`src/rtl/tfg_sqrt_cell.sv`:
```
// one root bit of the integer square root chain
`timescale 1ns / 1ps
module tfg_sqrt_cell #(
  parameter int SW   = 70,
  parameter int R    = 35,
  parameter int SIDE = 8
) (
  input  logic            clk_i,
  input  logic            rst_ni,
  input  logic            valid_i,
  output logic            ready_o,
  input  logic [SW-1:0]   s_i,
  input  logic [R+2:0]    rem_i,
  input  logic [R-1:0]    root_i,
  input  logic [SIDE-1:0] side_i,
  output logic            valid_o,
  input  logic            ready_i,
  output logic [SW-1:0]   s_o,
  output logic [R+2:0]    rem_o,
  output logic [R-1:0]    root_o,
  output logic [SIDE-1:0] side_o
);
  logic          valid_q;
  logic [R+2:0]  rem_sh, trial;
  logic          ge;
  logic [SW-1:0] s_q;
  logic [R+2:0]  rem_q;
  logic [R-1:0]  root_q;
  logic [SIDE-1:0] side_q;

  assign ready_o = !valid_q || ready_i;

  always_ff @(posedge clk_i or negedge rst_ni) begin
    if (!rst_ni) begin
      valid_q <= 1'b0;
    end else if (ready_o) begin
      valid_q <= valid_i;
    end
  end

  // bring down two radicand bits, try root*4+1
  always_comb begin
    rem_sh = {rem_i[R:0], s_i[SW-1:SW-2]};
    trial  = (R+3)'({root_i, 2'b01});
    ge     = rem_sh >= trial;
  end

  always_ff @(posedge clk_i) begin
    if (ready_o) begin
      s_q    <= s_i << 2;
      rem_q  <= ge ? rem_sh - trial : rem_sh;
      root_q <= {root_i[R-2:0], ge};
      side_q <= side_i;
    end
  end

  assign valid_o = valid_q;
  assign s_o     = s_q;
  assign rem_o   = rem_q;
  assign root_o  = root_q;
  assign side_o  = side_q;

endmodule

```
`config.mk`:
```
export PLATFORM = sky130hd
export DESIGN_NAME = tfg_sqrt_cell
export DESIGN_NICKNAME = d
export VERILOG_FILES = /design/src/rtl/tfg_sqrt_cell.sv
export SDC_FILE = /design/constraint.sdc
export NUM_CORES = 1
export LEC_CHECK = 0
export ABC_CLOCK_PERIOD_IN_PS = 5300
export BUFFER_PORTS_ARGS = -buffer_cell sky130_fd_sc_hd__buf_2
export CORE_AREA = 2 2 137 139
export DETAILED_ROUTE_END_ITERATION = 8
export DIE_AREA = 0 0 139 141
export GPL_ROUTABILITY_DRIVEN = 0
export PLACE_DENSITY = 0.75
export SLEW_MARGIN = 10
export SYNTH_ARGS = -nofsm -noshare
export SYNTH_HDL_FRONTEND = slang
export SYNTH_SLANG_ARGS = --single-unit
```
`constraint.sdc`:
```
create_clock -name clk_i -period 5.3 [get_ports clk_i]
set_clock_uncertainty 0.05 [all_clocks]
set_input_delay 0.53 -clock clk_i [delete_from_list [all_inputs] [get_ports clk_i]]
set_output_delay 0.53 -clock clk_i [all_outputs]
set_load 0.1 [all_outputs]
```
### After elaboration in Yosys (flattened, before gate mapping)

Cells that the tools add are included.

* register bits after elaboration: 150
* input port bits: 155
* output and inout bits: 153
* logic and storage cells: 10

* $add $sub $neg: 1
* order comparisons: 1
* mux-type cells: 1
* reductions and logical operators: 2

Operators with widths (number)
* $ge A38 B37 Y1: 1
* $mux W38: 1
* $sub A38 B37 Y38: 1
* $logic_not A1 Y1: 1
* $logic_or A1 B1 Y1: 1

### Longest topological paths before layout

* depth after elaboration: 2
* gate-level depth with buffers: 12
* depth with buffers taken out: 10

### Worst setup path before layout

OpenSTA, ideal clock, no wires.

* path kind: flip-flop to flip-flop
* start: register valid_q (netlist: valid_o)
* end: register rem_q[0] (netlist: rem_o[0]), enable pin
* setup time: 1489 ps
* data arrival time: 4231 ps
* slack: -470 ps
* cell stages (with the launch flop): 2
* path buffers: 0
* period minus slack after synthesis: 5770 ps
* cells stage by stage: dfrtp_1 nand2b_1

* word-level cells in the longest chain between the ends: 2

Ends and longest elaborated chain
* start, declared: line 23 `logic valid_q;`
* start signal, assigned: line 37 `valid_q <= valid_i;`
* $logic_not A1 Y1: line 31 `assign ready_o = !valid_q || ready_i;`
* $logic_or A1 B1 Y1: line 31
* named net ready_o: line 11 `output logic ready_o,`
* end signal, assigned: line 51 `rem_q <= ge ? rem_sh - trial : rem_sh;`
* end, declared: line 27 `logic [R+2:0] rem_q;`

The timed path passes the listed nets, and every way through them passes these cells.
A chain may end at the register's enable or synchronous reset.

### Worst setup path in the final report

* start: input rem_i[0]
* end: register rem_q[35] (netlist: rem_o[35]) (data pin)

* word-level cells in the longest chain between the ends: 2
* elaborated cells on any way between the ends: 3
* classes of those cells: 1 x add/sub; 1 x order compare; 1 x mux

Ends and longest elaborated chain
* start, declared: line 13 `input logic [R+2:0] rem_i,`
* $sub A38 B37 Y38 or $ge A38 B37 Y1 (tied branches): line 51, 45
* $mux W38 (*): line 51

Every way passes the cells marked *; elsewhere a longest branch is shown, timed or not.

==> impl_metrics.toml <==
[power]
p_per_area_nw_per_um2 = 419
p_leak_nw = 4.26
power_mw = 4.04
ir_drop_uv = 225

[yosys]
ys_seq_area_share_pct = 61.6
avgSynthCellArea_um2 = 12.2
synth_cell_types = 60
synth_ff_type = "edfxtp_1"
synth_edf_count = 149
synth.cell_area_um2 = 7300
synth-seq-cells = 150
yosysWarnings = 0
async_flop_share_pct = 0.667
syn-instance-count = 598

[die]
std_cell_rows = 50
ioPinCount = 308
initial_utilization_pct = 40.0
coreArea_um2 = 18300
fp.dieW_um = 139
die_y_um = 141
die_area_um2 = 19600

[routing]
wire_per_inst_um = 17.4
firstDrtPassIters = 5
vias = 5835
vias_per_cell = 5.05
antenna_left = 0
routed_wl_mm = 20.1
drc_errors = 0
first_iter_violations = 324

[cts]
clock_path_buffers = 2
htree_levels = 4
cts_tree = "built"
clkSinkCount = 150
cts_buffers = 17
clk_pin_slew_ns = 0.07
root_buffer = "clkbuf_16"
clock_latency_ns = 0.42
ctsResizeCount = 0

[setup_path]
critPathMaxFanout = 41
critical_path_class = "in -> reg"
r2r_slack_ns = 3.11
reg2reg_to = "root_o[28]"
ff2ff_path_depth = 3
worstSetupStartpointType = "input pin"
required_ns = 5.41
crit_arrival_ns = 3.31
worstReg2RegStart = "valid_o"
critical_path.endpoint_type = "register"

[global_routing]
grt_pass1_vias = 5491
antenna_found_initial = 2
grt_max_degree = 60
grt_remaining_overflow = 0
grt_pass1_wl_mm = 29.6
grt_usage_pct = 19.8

[place]
placed_area_um2 = 9050
post-place-ws_ns = 1.62
dpl.hpwl_mm = 15.7
dp.cells = 1122
portBuffers = 303

[sta]
fin_crit_ns = 3.20
final.setup.tns_ns = 0
finalCritPeriodShare_pct = 60.4
setup_ws_ns = 2.10
drv_slew = 0
tightest_slew_ns = 0.768
setup_viol = 0
slew-limit-headroom_pct = 48.7
max_freq_mhz = 313
fin_hold_ws_ns = 0.225
grt_setup_unrepaired = "no"
hold_viol_final = 0

[min_path]
hold_class = "in -> reg"
whs_endpoint = "s_o[44]"
hp-start = "s_i[42]"
holdPathStages = 1

[finish]
n_antenna_cell = 0
nFillCells = 1672
final_cell_count_no_fill = 1155
layout-drive-gt1-share_pct = 38.4
stdcell_area_um2 = 9630
nets = 1100
area_growth_pct = 31.9
fin_util_pct = 52.7

[run]
cap_violations = 0

[status]
status = "complete, no violations"
critical path: stages:
cell	delay (ns)
buf_2	0.11
ha_1	0.35
nor2b_1	0.17
o21bai_1	0.21
a31oi_2	0.19
o211ai_1	0.50
a21oi_4	0.16
nor2_4	0.64
buf_12	0.28
o21ai_0	0.14
metal layers:
layer | vias to the layer above | part of all wire [%] | track usage (%)
li1 | 2838 | - | -
met1 | 2727 | 41 | 23.7
met2 | 239 | 50 | 34.6
met3 | 27 | 6.9 | 5.20
met4 | 4 | 1.8 | 6.96
met5 | - | 0.12 | 0
area by class of cell:
class	count	area (um^2)	area share, %
Sequential cell	150	4500	46.7
Multi-Input combinational cell	381	2520	26.1
Timing Repair Buffer	308	1570	16.3
Clock buffer	18	429	4.45
Tap cell	234	293	3.04
Inverter	50	188	1.95
Clock inverter	14	140	1.45
cell usage after synthesis (all sizes together) (2+ instances only):
library cell / n / share of area, %
mux2: 2 / 0.31
ha: 37 / 6.3
xor2: 17 / 2.0
a31oi: 5 / 0.51
nor2b: 4 / 0.34
nor4: 5 / 0.51
a21oi: 42 / 3.1
a41oi: 4 / 0.48
inv: 50 / 2.6
o2111ai: 2 / 0.41
nand3: 8 / 0.62
and4: 2 / 0.24
nand2b: 7 / 0.60
o21a: 9 / 0.93
a21boi: 2 / 0.26
nand4: 10 / 0.86
and2: 3 / 0.26
nor3b: 4 / 0.48
o211ai: 6 / 0.62
xnor2: 14 / 1.7
o21ai: 57 / 3.9
and3: 5 / 0.43
edfxtp: 149 / 61
nor2: 13 / 0.77
nor3: 13 / 0.96
a21o: 10 / 1.1
o21bai: 6 / 0.62
buf: 17 / 1.4
nand2: 72 / 3.7
o31ai: 5 / 0.51
a211oi: 3 / 0.31
report_power, final:
group          switching (mW)  leakage (nW)  internal (mW)  total, mW
Sequential             0.0270          1.51           1.45       1.48
Clock                   0.544         0.271          0.622       1.17
Combinational            1.15          2.48          0.251       1.40
state kept, by name, indices dropped and copies added, names as in the netlist:
| signal | flops |
|---|---|
| rem_o | 38 |
| side_o | 8 |
| root_o | 35 |
| s_o | 68 |
| valid_o | 1 |
logic make-up after synthesis:
| logic type | Yosys count | synth area share (%) |
|---|---|---|
| flops | 150 | 61.6 |
| compound gates | 158 | 13.6 |
| fa+ha+maj | 37 | 6.34 |
| buf+inv | 68 | 4.08 |
| other cells | 1 | 0.0514 |
| simple gates | 151 | 10.3 |
| xor+xnor | 31 | 3.72 |
| mux | 2 | 0.308 |
placed cells by master, fill, tap and decap left out, types with 3 or more instances in the layout:
master / count
a211oi_1: 3
a21o_1: 8
a21oi_1: 39
a31oi_1: 4
a41oi_1: 4
and2_1: 3
and3_1: 5
buf_2: 303
buf_4: 3
clkbuf_16: 17
clkinv_4: 4
edfxtp_1: 149
ha_1: 37
inv_1: 49
inv_6: 4
nand2_1: 72
nand2b_1: 6
nand3_1: 7
nand4_1: 10
nor2_1: 12
nor2b_1: 4
nor3_1: 12
nor3b_1: 3
nor4_1: 4
o211ai_1: 6
o21a_1: 9
o21ai_0: 19
o21ai_1: 38
o21bai_1: 6
o31ai_1: 5
xnor2_1: 14
xor2_1: 17
timing repair:
item / in CTS / in global routing
hold buffers: 1 / 0
buffers inserted: 0 / 0
hold endpoints to repair: 1 / 0
worst max-delay path by stage:
stage / cells past startpoint / startpoint / endpoint
floorplan: 1 / valid_o / rem_o[0]
global placement: 11 / root_i[13] / rem_o[28]
detailed placement: 11 / root_i[0] / rem_o[35]
CTS: 10 / rem_i[0] / rem_o[35]
global route: 11 / root_i[13] / rem_o[35]
finish: 10 / rem_i[0] / rem_o[35]
Power figures use the tool's default switching activity.
