`src/rtl/tfg_pkg.sv`:
```
// shared constants for the triangle face geometry block
`timescale 1ns / 1ps
package tfg_pkg;

  // result field widths
  localparam int OUT_W  = 16;
  localparam int AREA_W = 33;

  // quotient bits of one normal component (one integer bit, fifteen fraction bits)
  localparam int NORM_STEPS = 16;

  localparam logic [AREA_W-1:0] AREA_MAX = {AREA_W{1'b1}};

  localparam logic signed [OUT_W-1:0] OUT_MAX = 16'sh7FFF;
  localparam logic signed [OUT_W-1:0] OUT_MIN = 16'sh8000;

endpackage

```
`src/rtl/tfg_div_cell.sv`:
```
// one quotient bit of the three normal component dividers
`timescale 1ns / 1ps
module tfg_div_cell import tfg_pkg::*; #(
  parameter int R     = 35,
  parameter bit FIRST = 1'b0,
  parameter int SIDE  = 52
) (
  input  logic                 clk_i,
  input  logic                 rst_ni,
  input  logic                 valid_i,
  output logic                 ready_o,
  input  logic [R-1:0]         len_i,
  input  logic [3*(R+1)-1:0]   rem_i,
  input  logic [3*OUT_W-1:0]   quo_i,
  input  logic [SIDE-1:0]      side_i,
  output logic                 valid_o,
  input  logic                 ready_i,
  output logic [R-1:0]         len_o,
  output logic [3*(R+1)-1:0]   rem_o,
  output logic [3*OUT_W-1:0]   quo_o,
  output logic [SIDE-1:0]      side_o
);
  logic                 valid_q;
  logic [R-1:0]         len_q;
  logic [3*(R+1)-1:0]   rem_d, rem_q;
  logic [3*OUT_W-1:0]   quo_d, quo_q;
  logic [SIDE-1:0]      side_q;
  logic [R:0]           rs;
  logic                 ge;

  assign ready_o = !valid_q || ready_i;

  always_ff @(posedge clk_i or negedge rst_ni) begin
    if (!rst_ni) begin
      valid_q <= 1'b0;
    end else if (ready_o) begin
      valid_q <= valid_i;
    end
  end

  // restoring step per lane; the first step compares without a shift
  always_comb begin
    rs    = '0;
    ge    = 1'b0;
    rem_d = '0;
    quo_d = '0;
    for (int j = 0; j < 3; j++) begin
      rs = FIRST ? rem_i[j*(R+1) +: R+1] : (rem_i[j*(R+1) +: R+1] << 1);
      ge = rs >= {1'b0, len_i};
      rem_d[j*(R+1) +: R+1] = ge ? rs - {1'b0, len_i} : rs;
      quo_d[j*OUT_W +: OUT_W] = {quo_i[j*OUT_W +: OUT_W-1], ge};
    end
  end

  always_ff @(posedge clk_i) begin
    if (ready_o) begin
      len_q  <= len_i;
      rem_q  <= rem_d;
      quo_q  <= quo_d;
      side_q <= side_i;
    end
  end

  assign valid_o = valid_q;
  assign len_o   = len_q;
  assign rem_o   = rem_q;
  assign quo_o   = quo_q;
  assign side_o  = side_q;

endmodule

```
`config.mk`:
```
export PLATFORM = sky130hd
export DESIGN_NAME = tfg_div_cell
export DESIGN_NICKNAME = d
export VERILOG_FILES = /design/src/rtl/tfg_pkg.sv /design/src/rtl/tfg_div_cell.sv
export SDC_FILE = /design/constraint.sdc
export NUM_CORES = 1
export LEC_CHECK = 0
export ABC_AREA = 0
export BUFFER_PORTS_ARGS = -buffer_cell sky130_fd_sc_hd__clkbuf_2
export CORE_AREA = 2 2 190 192
export CTS_CLUSTER_SIZE = 40
export DETAILED_ROUTE_END_ITERATION = 8
export DIE_AREA = 0 0 192 194
export GPL_ROUTABILITY_DRIVEN = 1
export PLACE_DENSITY_LB_ADDON = 0.05
export SLEW_MARGIN = 20
export SYNTH_ARGS = -nofsm -noshare
export SYNTH_HDL_FRONTEND = slang
export SYNTH_SLANG_ARGS = --single-unit
```
`constraint.sdc`:
```
create_clock -name clk_i -period 15 [get_ports clk_i]
set_input_delay 0.75 -clock clk_i [delete_from_list [all_inputs] [get_ports clk_i]]
set_output_delay 0.75 -clock clk_i [all_outputs]
set_load 0.02 [all_outputs]
```
==> Word level (Yosys, flattened, before mapping) <==
Cells that the tools add are included.
{ "op_classes": {"n_addsub": 3, "muxes": 3, "order_cmp": 3, "reduce_logical": 2} }
{ "op_table": {"columns": ["cell", "count"], "rows": [
  ["$ge 36x35->1", 3],
  ["$mux 36", 3],
  ["$sub 36x35->36", 3],
  ["$logic_not 1->1", 1],
  ["$logic_or 1x1->1", 1]
]} }
{ "word_totals": {"ff_bits": 244, "word_cells": 19, "in_bits": 247} }

==> Depth between registers and ports, before layout <==
Gate-level depths: netlist of the first run.
{ "depth": {"word_depth": 2, "depth_mapped": 14, "depth_no_buf": 12} }

==> Worst setup path before layout of the first run <==
OpenSTA, ideal clock, no wires.
{ "synth_path": {"kind": "input port to output port", "start": "input port ready_i", "end": "output port ready_o", "path_stages": 1, "arrival_time_ps": 6725, "slack_ps": 7525, "t_required_ps": 14250, "path_cell_list": "nand2b_1"} }
{ "synth_via": {"elab_chain_len": 1} }
{ "synth_lines": {"columns": ["element", "line_no", "text"], "rows": [
  ["from (decl)", "tfg_div_cell.sv:17", "input logic ready_i,"],
  ["$logic_or 1x1->1", "tfg_div_cell.sv:31", "assign ready_o = !valid_q || ready_i;"],
  ["to (decl)", "tfg_div_cell.sv:11", "output logic ready_o,"]
]} }
Every way passes these cells.

==> Worst setup path in the final report of the first run <==
{ "layout_path": {"start": "input port len_i[0]", "end": "register rem_q[37] (netlist: rem_o[37]), data pin"} }
{ "layout_via": {"elab_chain_len": 2} }
{ "layout_lines": {"columns": ["element", "line_no", "text"], "rows": [
  ["from (decl)", "tfg_div_cell.sv:12", "input logic [R-1:0] len_i,"],
  ["$sub 36x35->36 / $ge 36x35->1 (equally long branches)", "tfg_div_cell.sv:50, tfg_div_cell.sv:49", null],
  ["$mux 36 (*)", "tfg_div_cell.sv:50", "rem_d[j*(R+1) +: R+1] = ge ? rs - {1'b0, len_i} : rs;"],
  ["net rem_d[37]", "tfg_div_cell.sv:25", "logic [3*(R+1)-1:0] rem_d, rem_q;"],
  ["to (signal assigned)", "tfg_div_cell.sv:58", "rem_q <= rem_d;"],
  ["to (decl)", "tfg_div_cell.sv:25", null]
]} }
Mark *: on every way through the listed nets, which the timed path passes. The rest lies on a longest branch.
A chain may end at the register's enable or synchronous reset.

==> metrics.cfg, run 1 <==
[die]
rows = 69
core_area_mm2 = 0.03522
ios = 492
initial_utilization = 0.4040
die_h_um = 194
die_w_um = 192
dieArea_mm2 = 0.03725

[sta]
setup_violations = 0
finalCriticalPeriod_ns = 4.428
rsz0062_at_grt = no
fmaxAchievable_mhz = 225.9
worstMarginPinSlew_ns = 0.9124
drv_slew = 0
fin_setup_tns_ns = 0
hold_violations = 0
maxSlewHeadroom = 0.3917
whs_ns = 0.3590
fin_skew_ns = 0.01271
fin_crit_sh = 0.2952
setup_slack_ns = 10.57

[global_routing]
grt_overflow = 0
grt_max_degree = 74
grt_pass1_vias = 11510
grt_pass1_wl_mm = 66.50
antenna_found_initial = 5
globalRouteTotalUtil = 0.2343

[placed_design]
post-place-cells = 2240
dpl_cell_area_mm2 = 0.01710
port_buffers = 485
pre_cts_slack_ns = 9.972
dpl.hpwl_mm = 36.42
gp_congestion = 0.8594

[critical_path]
rr_startpoint = valid_o
crit_path_start = len_i[0]
crit_path_end_kind = flip-flop
reg2reg_to = rem_o[97]
worst-path-max-fanout = 52
crit_path_start_kind = primary input
worst_r2r_path_depth = 3
reg2reg_slack_ns = 12.63
required_ns = 15.30
critPathKind = primary input to flip-flop
crit_arrival_ns = 4.72
endpoint = rem_o[37]

[run_status]
status = finished clean

[job]
maxCapViolCount = 0

[min_path]
hp-class = primary input to flip-flop

[finish]
final_cells = 2294
final_nets = 2165
mostFrequentLayoutCells = 485 x clkbuf_2, 243 x edfxtp_1, 162 x nand2_1
final_util = 0.5117
n_fill_cell = 3328
drive_above_1_share = 0.3082
fin_area_mm2 = 0.01802
synthToLayoutAreaGrowth_pct = 26.66
final_common_cell = clkbuf_2

[synthesis]
netlist.area_leader.share = 0.5128
synth_area_leaders = edfxtp_1 51%, ha_1 9.2%, o21ai_0 5.0%, nand2_1 4.3%, a21oi_1 4.0%
ys_seq_area_frac = 0.5146
synth_edf_count = 243
synth_top_area_cell = edfxtp_1
ys_ff_latch = 244
synth.distinct_cells = 74
synth_area_mm2 = 0.01423
netlist_instances = 1328
syn_nets = 1683
ys_warn_count = 0
synth-async-reset-ratio = 0.004098
synth_ff_type = edfxtp_1
avgSynthCellArea_um2 = 10.72

[clock_tree]
cts_tree = built
clk_pin_slew_ns = 0.06
h-tree-depth = 1
clock_sinks = 244
clockBufferDepth = 3
numCtsBuffers = 28
cts_setup_buffers = 0
cts_root_buf = clkbuf_16
clock_latency_ns = 0.56

[routing]
wl_per_cell_um = 19.83
ant_nets = 0
first_pass_iters = 6
vias = 12010
routed_wl_mm = 45.49
remaining_drc_errors = 0
drt-initial-drc-count = 719
viasPerCell = 5.235

[power_and_ir_drop]
p_leak_nw = 8.066
p_per_area_mw_per_mm2 = 119.5
total_power_mw = 2.155
ir_drop_uv = 90.38

layer usage:
metal,vias to the layer above,track usage,part of all wire
li1,5911,-,-
met1,5634,0.2894,0.40
met2,402,0.4039,0.49
met3,58,0.06027,0.086
met4,4,0.06361,0.022
met5,-,0,0.00059
sequential cells by signal, indices dropped and copies added (netlist names):
name	count
quo_o	48
rem_o	108
len_o	35
side_o	52
valid_o	1
how the worst min path moves through the flow:
stage | startpoint | depth (start not counted) | slack [ns] | end
2_1_floorplan | rst_ni | 0 | 0.45 | valid_o
3_3_place_gp | rst_ni | 1 | 0.53 | valid_o
3_5_place_dp | rst_ni | 1 | 0.53 | valid_o
4_1_cts | quo_i[18] | 1 | 0.33 | quo_o[19]
5_1_grt | quo_i[24] | 1 | 0.34 | quo_o[25]
6_report | quo_i[18] | 1 | 0.36 | quo_o[19]
cell families (layout without fill, tap and decap cells):
kind of cell / count (synthesis) / in the layout / share of synthesized area
mux: 9 / 9 / 0.006946
other cells: 0 / 3 / 0
xor+xnor: 91 / 91 / 0.05601
simple gates: 352 / 352 / 0.1114
buf+inv: 106 / 608 / 0.03113
flops: 244 / 244 / 0.5146
compound gates: 418 / 418 / 0.1834
fa+ha+maj: 108 / 108 / 0.09654
worst max-delay path, stage by stage:
cell and delay [ns]:
clkbuf_2 0.23, inv_1 0.34, fa_1 0.57, a211oi_2 0.26, o21bai_2 0.11, a31oi_2 0.36
o31ai_4 0.14, a221oi_2 0.44, o31a_1 0.22, a21o_1 0.40, buf_4 0.49, mux2_1 0.37
cells in the mapped netlist, types with 24 or more instances:
cell,count
clkbuf_1,24
o21ai_0,142
nor2_1,70
nand4_1,24
a21o_1,44
a21oi_1,115
xnor2_1,46
nand3_1,27
inv_1,64
xor2_1,45
edfxtp_1,243
nand2_1,162
ha_1,105
final cells by class:
cell class	count	area, um2	share of cell area
Antenna cell	3	7.507	0.0004165
Clock buffer	36	752.0	0.04172
Clock inverter	14	150.1	0.008330
Inverter	65	244.0	0.01354
Multi-Input combinational cell	978	6481	0.3596
Sequential cell	244	7322	0.4062
Tap cell	461	576.8	0.03200
Timing Repair Buffer	493	2490	0.1381
report_power, final:
group          total, mW  switching (mW)  internal [mW]  leakage [nW]
Clock              0.681           0.278          0.403         0.427
Sequential         0.882          0.0226          0.859          2.47
Combinational      0.592           0.386          0.206          5.17
timing repair:
item                      in CTS  in global routing
hold buffers                   1                  0
resized for setup              0                  0
hold endpoints to repair       1                  0
Note: power is estimated with default switching activity, not from simulation.
==> inputs of run 2 (changes only) <==
clock period = 4.01 ns   (was 15 ns; I/O delays follow)
==> run 2 against run 1 <==
Compared with the run above: routed wire length increased by 5.7%; setup slack got worse by 10 ns; critical path depth increased by 1; core utilization increased by 6.9 points; combinational power increased to 4.1 times the previous value; first-iteration DRC count decreased by 1.7%.
==> metrics.cfg, run 2 (same netlist as run 1, synthesis figures left out) <==
[sta]
drv_slew = 0  ; unchanged
fmaxAchievable_mhz = 283.9
worstMarginPinSlew_ns = 1.001  ; was 0.9124 ns
hold_violations = 0  ; unchanged
rsz0062_at_grt = no  ; unchanged
fin_skew_ns = 0.02314  ; was 0.01271 ns
setup_violations = 0  ; unchanged
fin_setup_tns_ns = 0  ; unchanged
setup_slack_ns = 0.4879  ; was 10.57 ns
finalCriticalPeriod_ns = 3.522
fin_crit_sh = 0.8783
maxSlewHeadroom = 0.3324  ; was 0.3917

[placed_design]
pre_cts_slack_ns = 0.4788  ; was 9.972 ns
dpl.hpwl_mm = 37.15  ; was 36.42 mm
post-place-cells = 2252  ; was 2240
gp_congestion = 0.8813  ; was 0.8594
port_buffers = 485  ; unchanged

[routing]
drt-initial-drc-count = 707  ; was 719
wl_per_cell_um = 18.98  ; was 19.83 um
vias = 12860  ; was 12010
ant_nets = 0  ; unchanged
first_pass_iters = 5  ; was 6
remaining_drc_errors = 0  ; unchanged
viasPerCell = 5.078  ; was 5.235
routed_wl_mm = 48.06  ; was 45.49 mm

[critical_path]
reg2reg_to = rem_o[99]  ; was rem_o[97]
crit_path_end_kind = flip-flop  ; unchanged
required_ns = 4.31  ; was 15.30 ns
critPathKind = primary input to flip-flop  ; unchanged
rr_startpoint = valid_o  ; unchanged
reg2reg_slack_ns = 2.10  ; was 12.63 ns
crit_arrival_ns = 3.82  ; was 4.72 ns
worst_r2r_path_depth = 2  ; was 3
crit_path_start_kind = primary input  ; unchanged
worst-path-max-fanout = 52  ; unchanged

[job]
maxCapViolCount = 0  ; unchanged

[min_path]
hp-class = primary input to flip-flop  ; unchanged
hold_depth = 3  ; was 1
worstHoldStart = rem_i[81]  ; was quo_i[18]
min_to = rem_o[82]  ; was quo_o[19]

[global_routing]
grt_pass1_wl_mm = 72.02  ; was 66.50 mm
antenna_found_initial = 2  ; was 5
grt_pass1_vias = 12900  ; was 11510
grt_overflow = 0  ; unchanged
globalRouteTotalUtil = 0.2512  ; was 0.2343
grt_max_degree = 67  ; was 74

[finish]
synthToLayoutAreaGrowth_pct = 43.81  ; was 26.66%
mostFrequentLayoutCells = 485 x clkbuf_2, 243 x edfxtp_1, 229 x dlygate4sd3_1  ; was 485 x clkbuf_2, 243 x edfxtp_1, 162 x nand2_1
final_common_cell = clkbuf_2  ; unchanged
drive_above_1_share = 0.2808  ; was 0.3082
largest_reg_flops = 108  ; unchanged
final_cells = 2532  ; was 2294
final_nets = 2405  ; was 2165

[clock_tree]
cts_tree = built  ; unchanged
cts_root_buf = clkbuf_16  ; unchanged
cts_hold_buf = 229  ; was 1
cts_resized = 0  ; unchanged
clockBufferDepth = 3  ; unchanged
clock_sinks = 244  ; unchanged
clk_pin_slew_ns = 0.07  ; was 0.06 ns
h-tree-depth = 1  ; unchanged
cts_setup_buffers = 0  ; unchanged
numCtsBuffers = 28  ; unchanged
clock_latency_ns = 0.55  ; was 0.56 ns

[power_and_ir_drop]
swShare = 0.3226  ; was 0.3189
p_int_mw = 5.607  ; was 1.468 mW
p_sw_mw = 2.670  ; was 0.6870 mW
pwr-share-clk = 0.304  ; was 0.316
ir_drop_uv = 319.8  ; was 90.38 uV
p_leak_nw = 9.104  ; was 8.066 nW
p_comb_frac = 0.297  ; was 0.275
seqPwrFrac = 0.399  ; was 0.409
p_per_area_mw_per_mm2 = 404.4  ; was 119.5 mW/mm2

[die]
die_w_um = 192  ; unchanged
ios = 492  ; unchanged
dieArea_mm2 = 0.03725  ; unchanged
rows = 69  ; unchanged
core_area_mm2 = 0.03522  ; unchanged
die_h_um = 194  ; unchanged
initial_utilization = 0.4040  ; unchanged

[run_status]
status = finished clean  ; unchanged

-- run 2: cell types whose count changed in the layout (fill, tap and decap cells not counted), sizes merged --
cell	previous run	this run
inv	65	68
bufinv	3	2
buf	7	19
diode	3	2
clkbuf	521	517
clkinvlp	4	5
dlygate4sd3	1	229
-- run 2: worst max-delay path by stage --
stage | to | slack, ns | from | cells past startpoint
global route | rem_o[67] | 0.27 | len_i[12] | 13
detailed placement | rem_o[37] | 0.48 | len_i[1] | 12
finish | rem_o[37] | 0.49 | len_i[1] | 13
CTS | rem_o[37] | 0.48 | len_i[1] | 13
global placement | rem_o[37] | 0.53 | len_i[1] | 12
floorplan | len_o[0] | 0.04 | valid_o | 1
-- run 2: power groups by stage --
stage                     clock network (mW)  logic (mW)  registers (mW)
after floorplan                            0        1.05            3.78
after global placement                     0        2.25            3.35
after detailed placement                   0        2.26            3.35
after CTS                               2.58        2.46            3.31
after global routing                    2.67        2.68            3.34
final                                   2.52        2.45            3.30
-- run 2: metrics by stage --
step                power [mW]  hold WS, ns  utilization  instance area [um2]
floorplan                4.827     -0.09509            -                14230
global placement         5.600     -0.02337       0.4903                17270
detailed placement       5.617     -0.02154       0.4903                17270
CTS                      8.350    0.0003923       0.5808                20460
global route             8.694     0.003574       0.5810                20460
finish                   8.276      0.01827       0.5810                20460
-- run 2: layer usage --
layer / GRT usage / share of wire
met1: 0.3137 / 0.42
met2: 0.4411 / 0.49
met3: 0.04398 / 0.065
met4: 0.07520 / 0.027
met5: 0 / 0
-- run 2: area by class of cell --
| type | count | area, um2 |
|---|---|---|
| clock buffers | 32 | 737.0 |
| clock inverters | 17 | 160.2 |
| repair buffers | 733 | 4937 |
| multi-input cells | 978 | 6481 |
| well taps | 461 | 576.8 |
| diodes | 2 | 5.005 |
| fillers | 3096 | 14760 |
| inverters | 65 | 244.0 |
| flip-flops and latches | 244 | 7322 |
-- run 2: critical path, cell delays in order --
cell and delay, ns:
dlygate4sd3_1 0.54, clkbuf_2 0.12, inv_1 0.18, fa_1 0.51
a211oi_2 0.25, o21bai_2 0.11, a31oi_2 0.35, o31ai_4 0.14
a221oi_2 0.42, o31a_1 0.21, a21o_1 0.19, buf_12 0.23
mux2_1 0.35
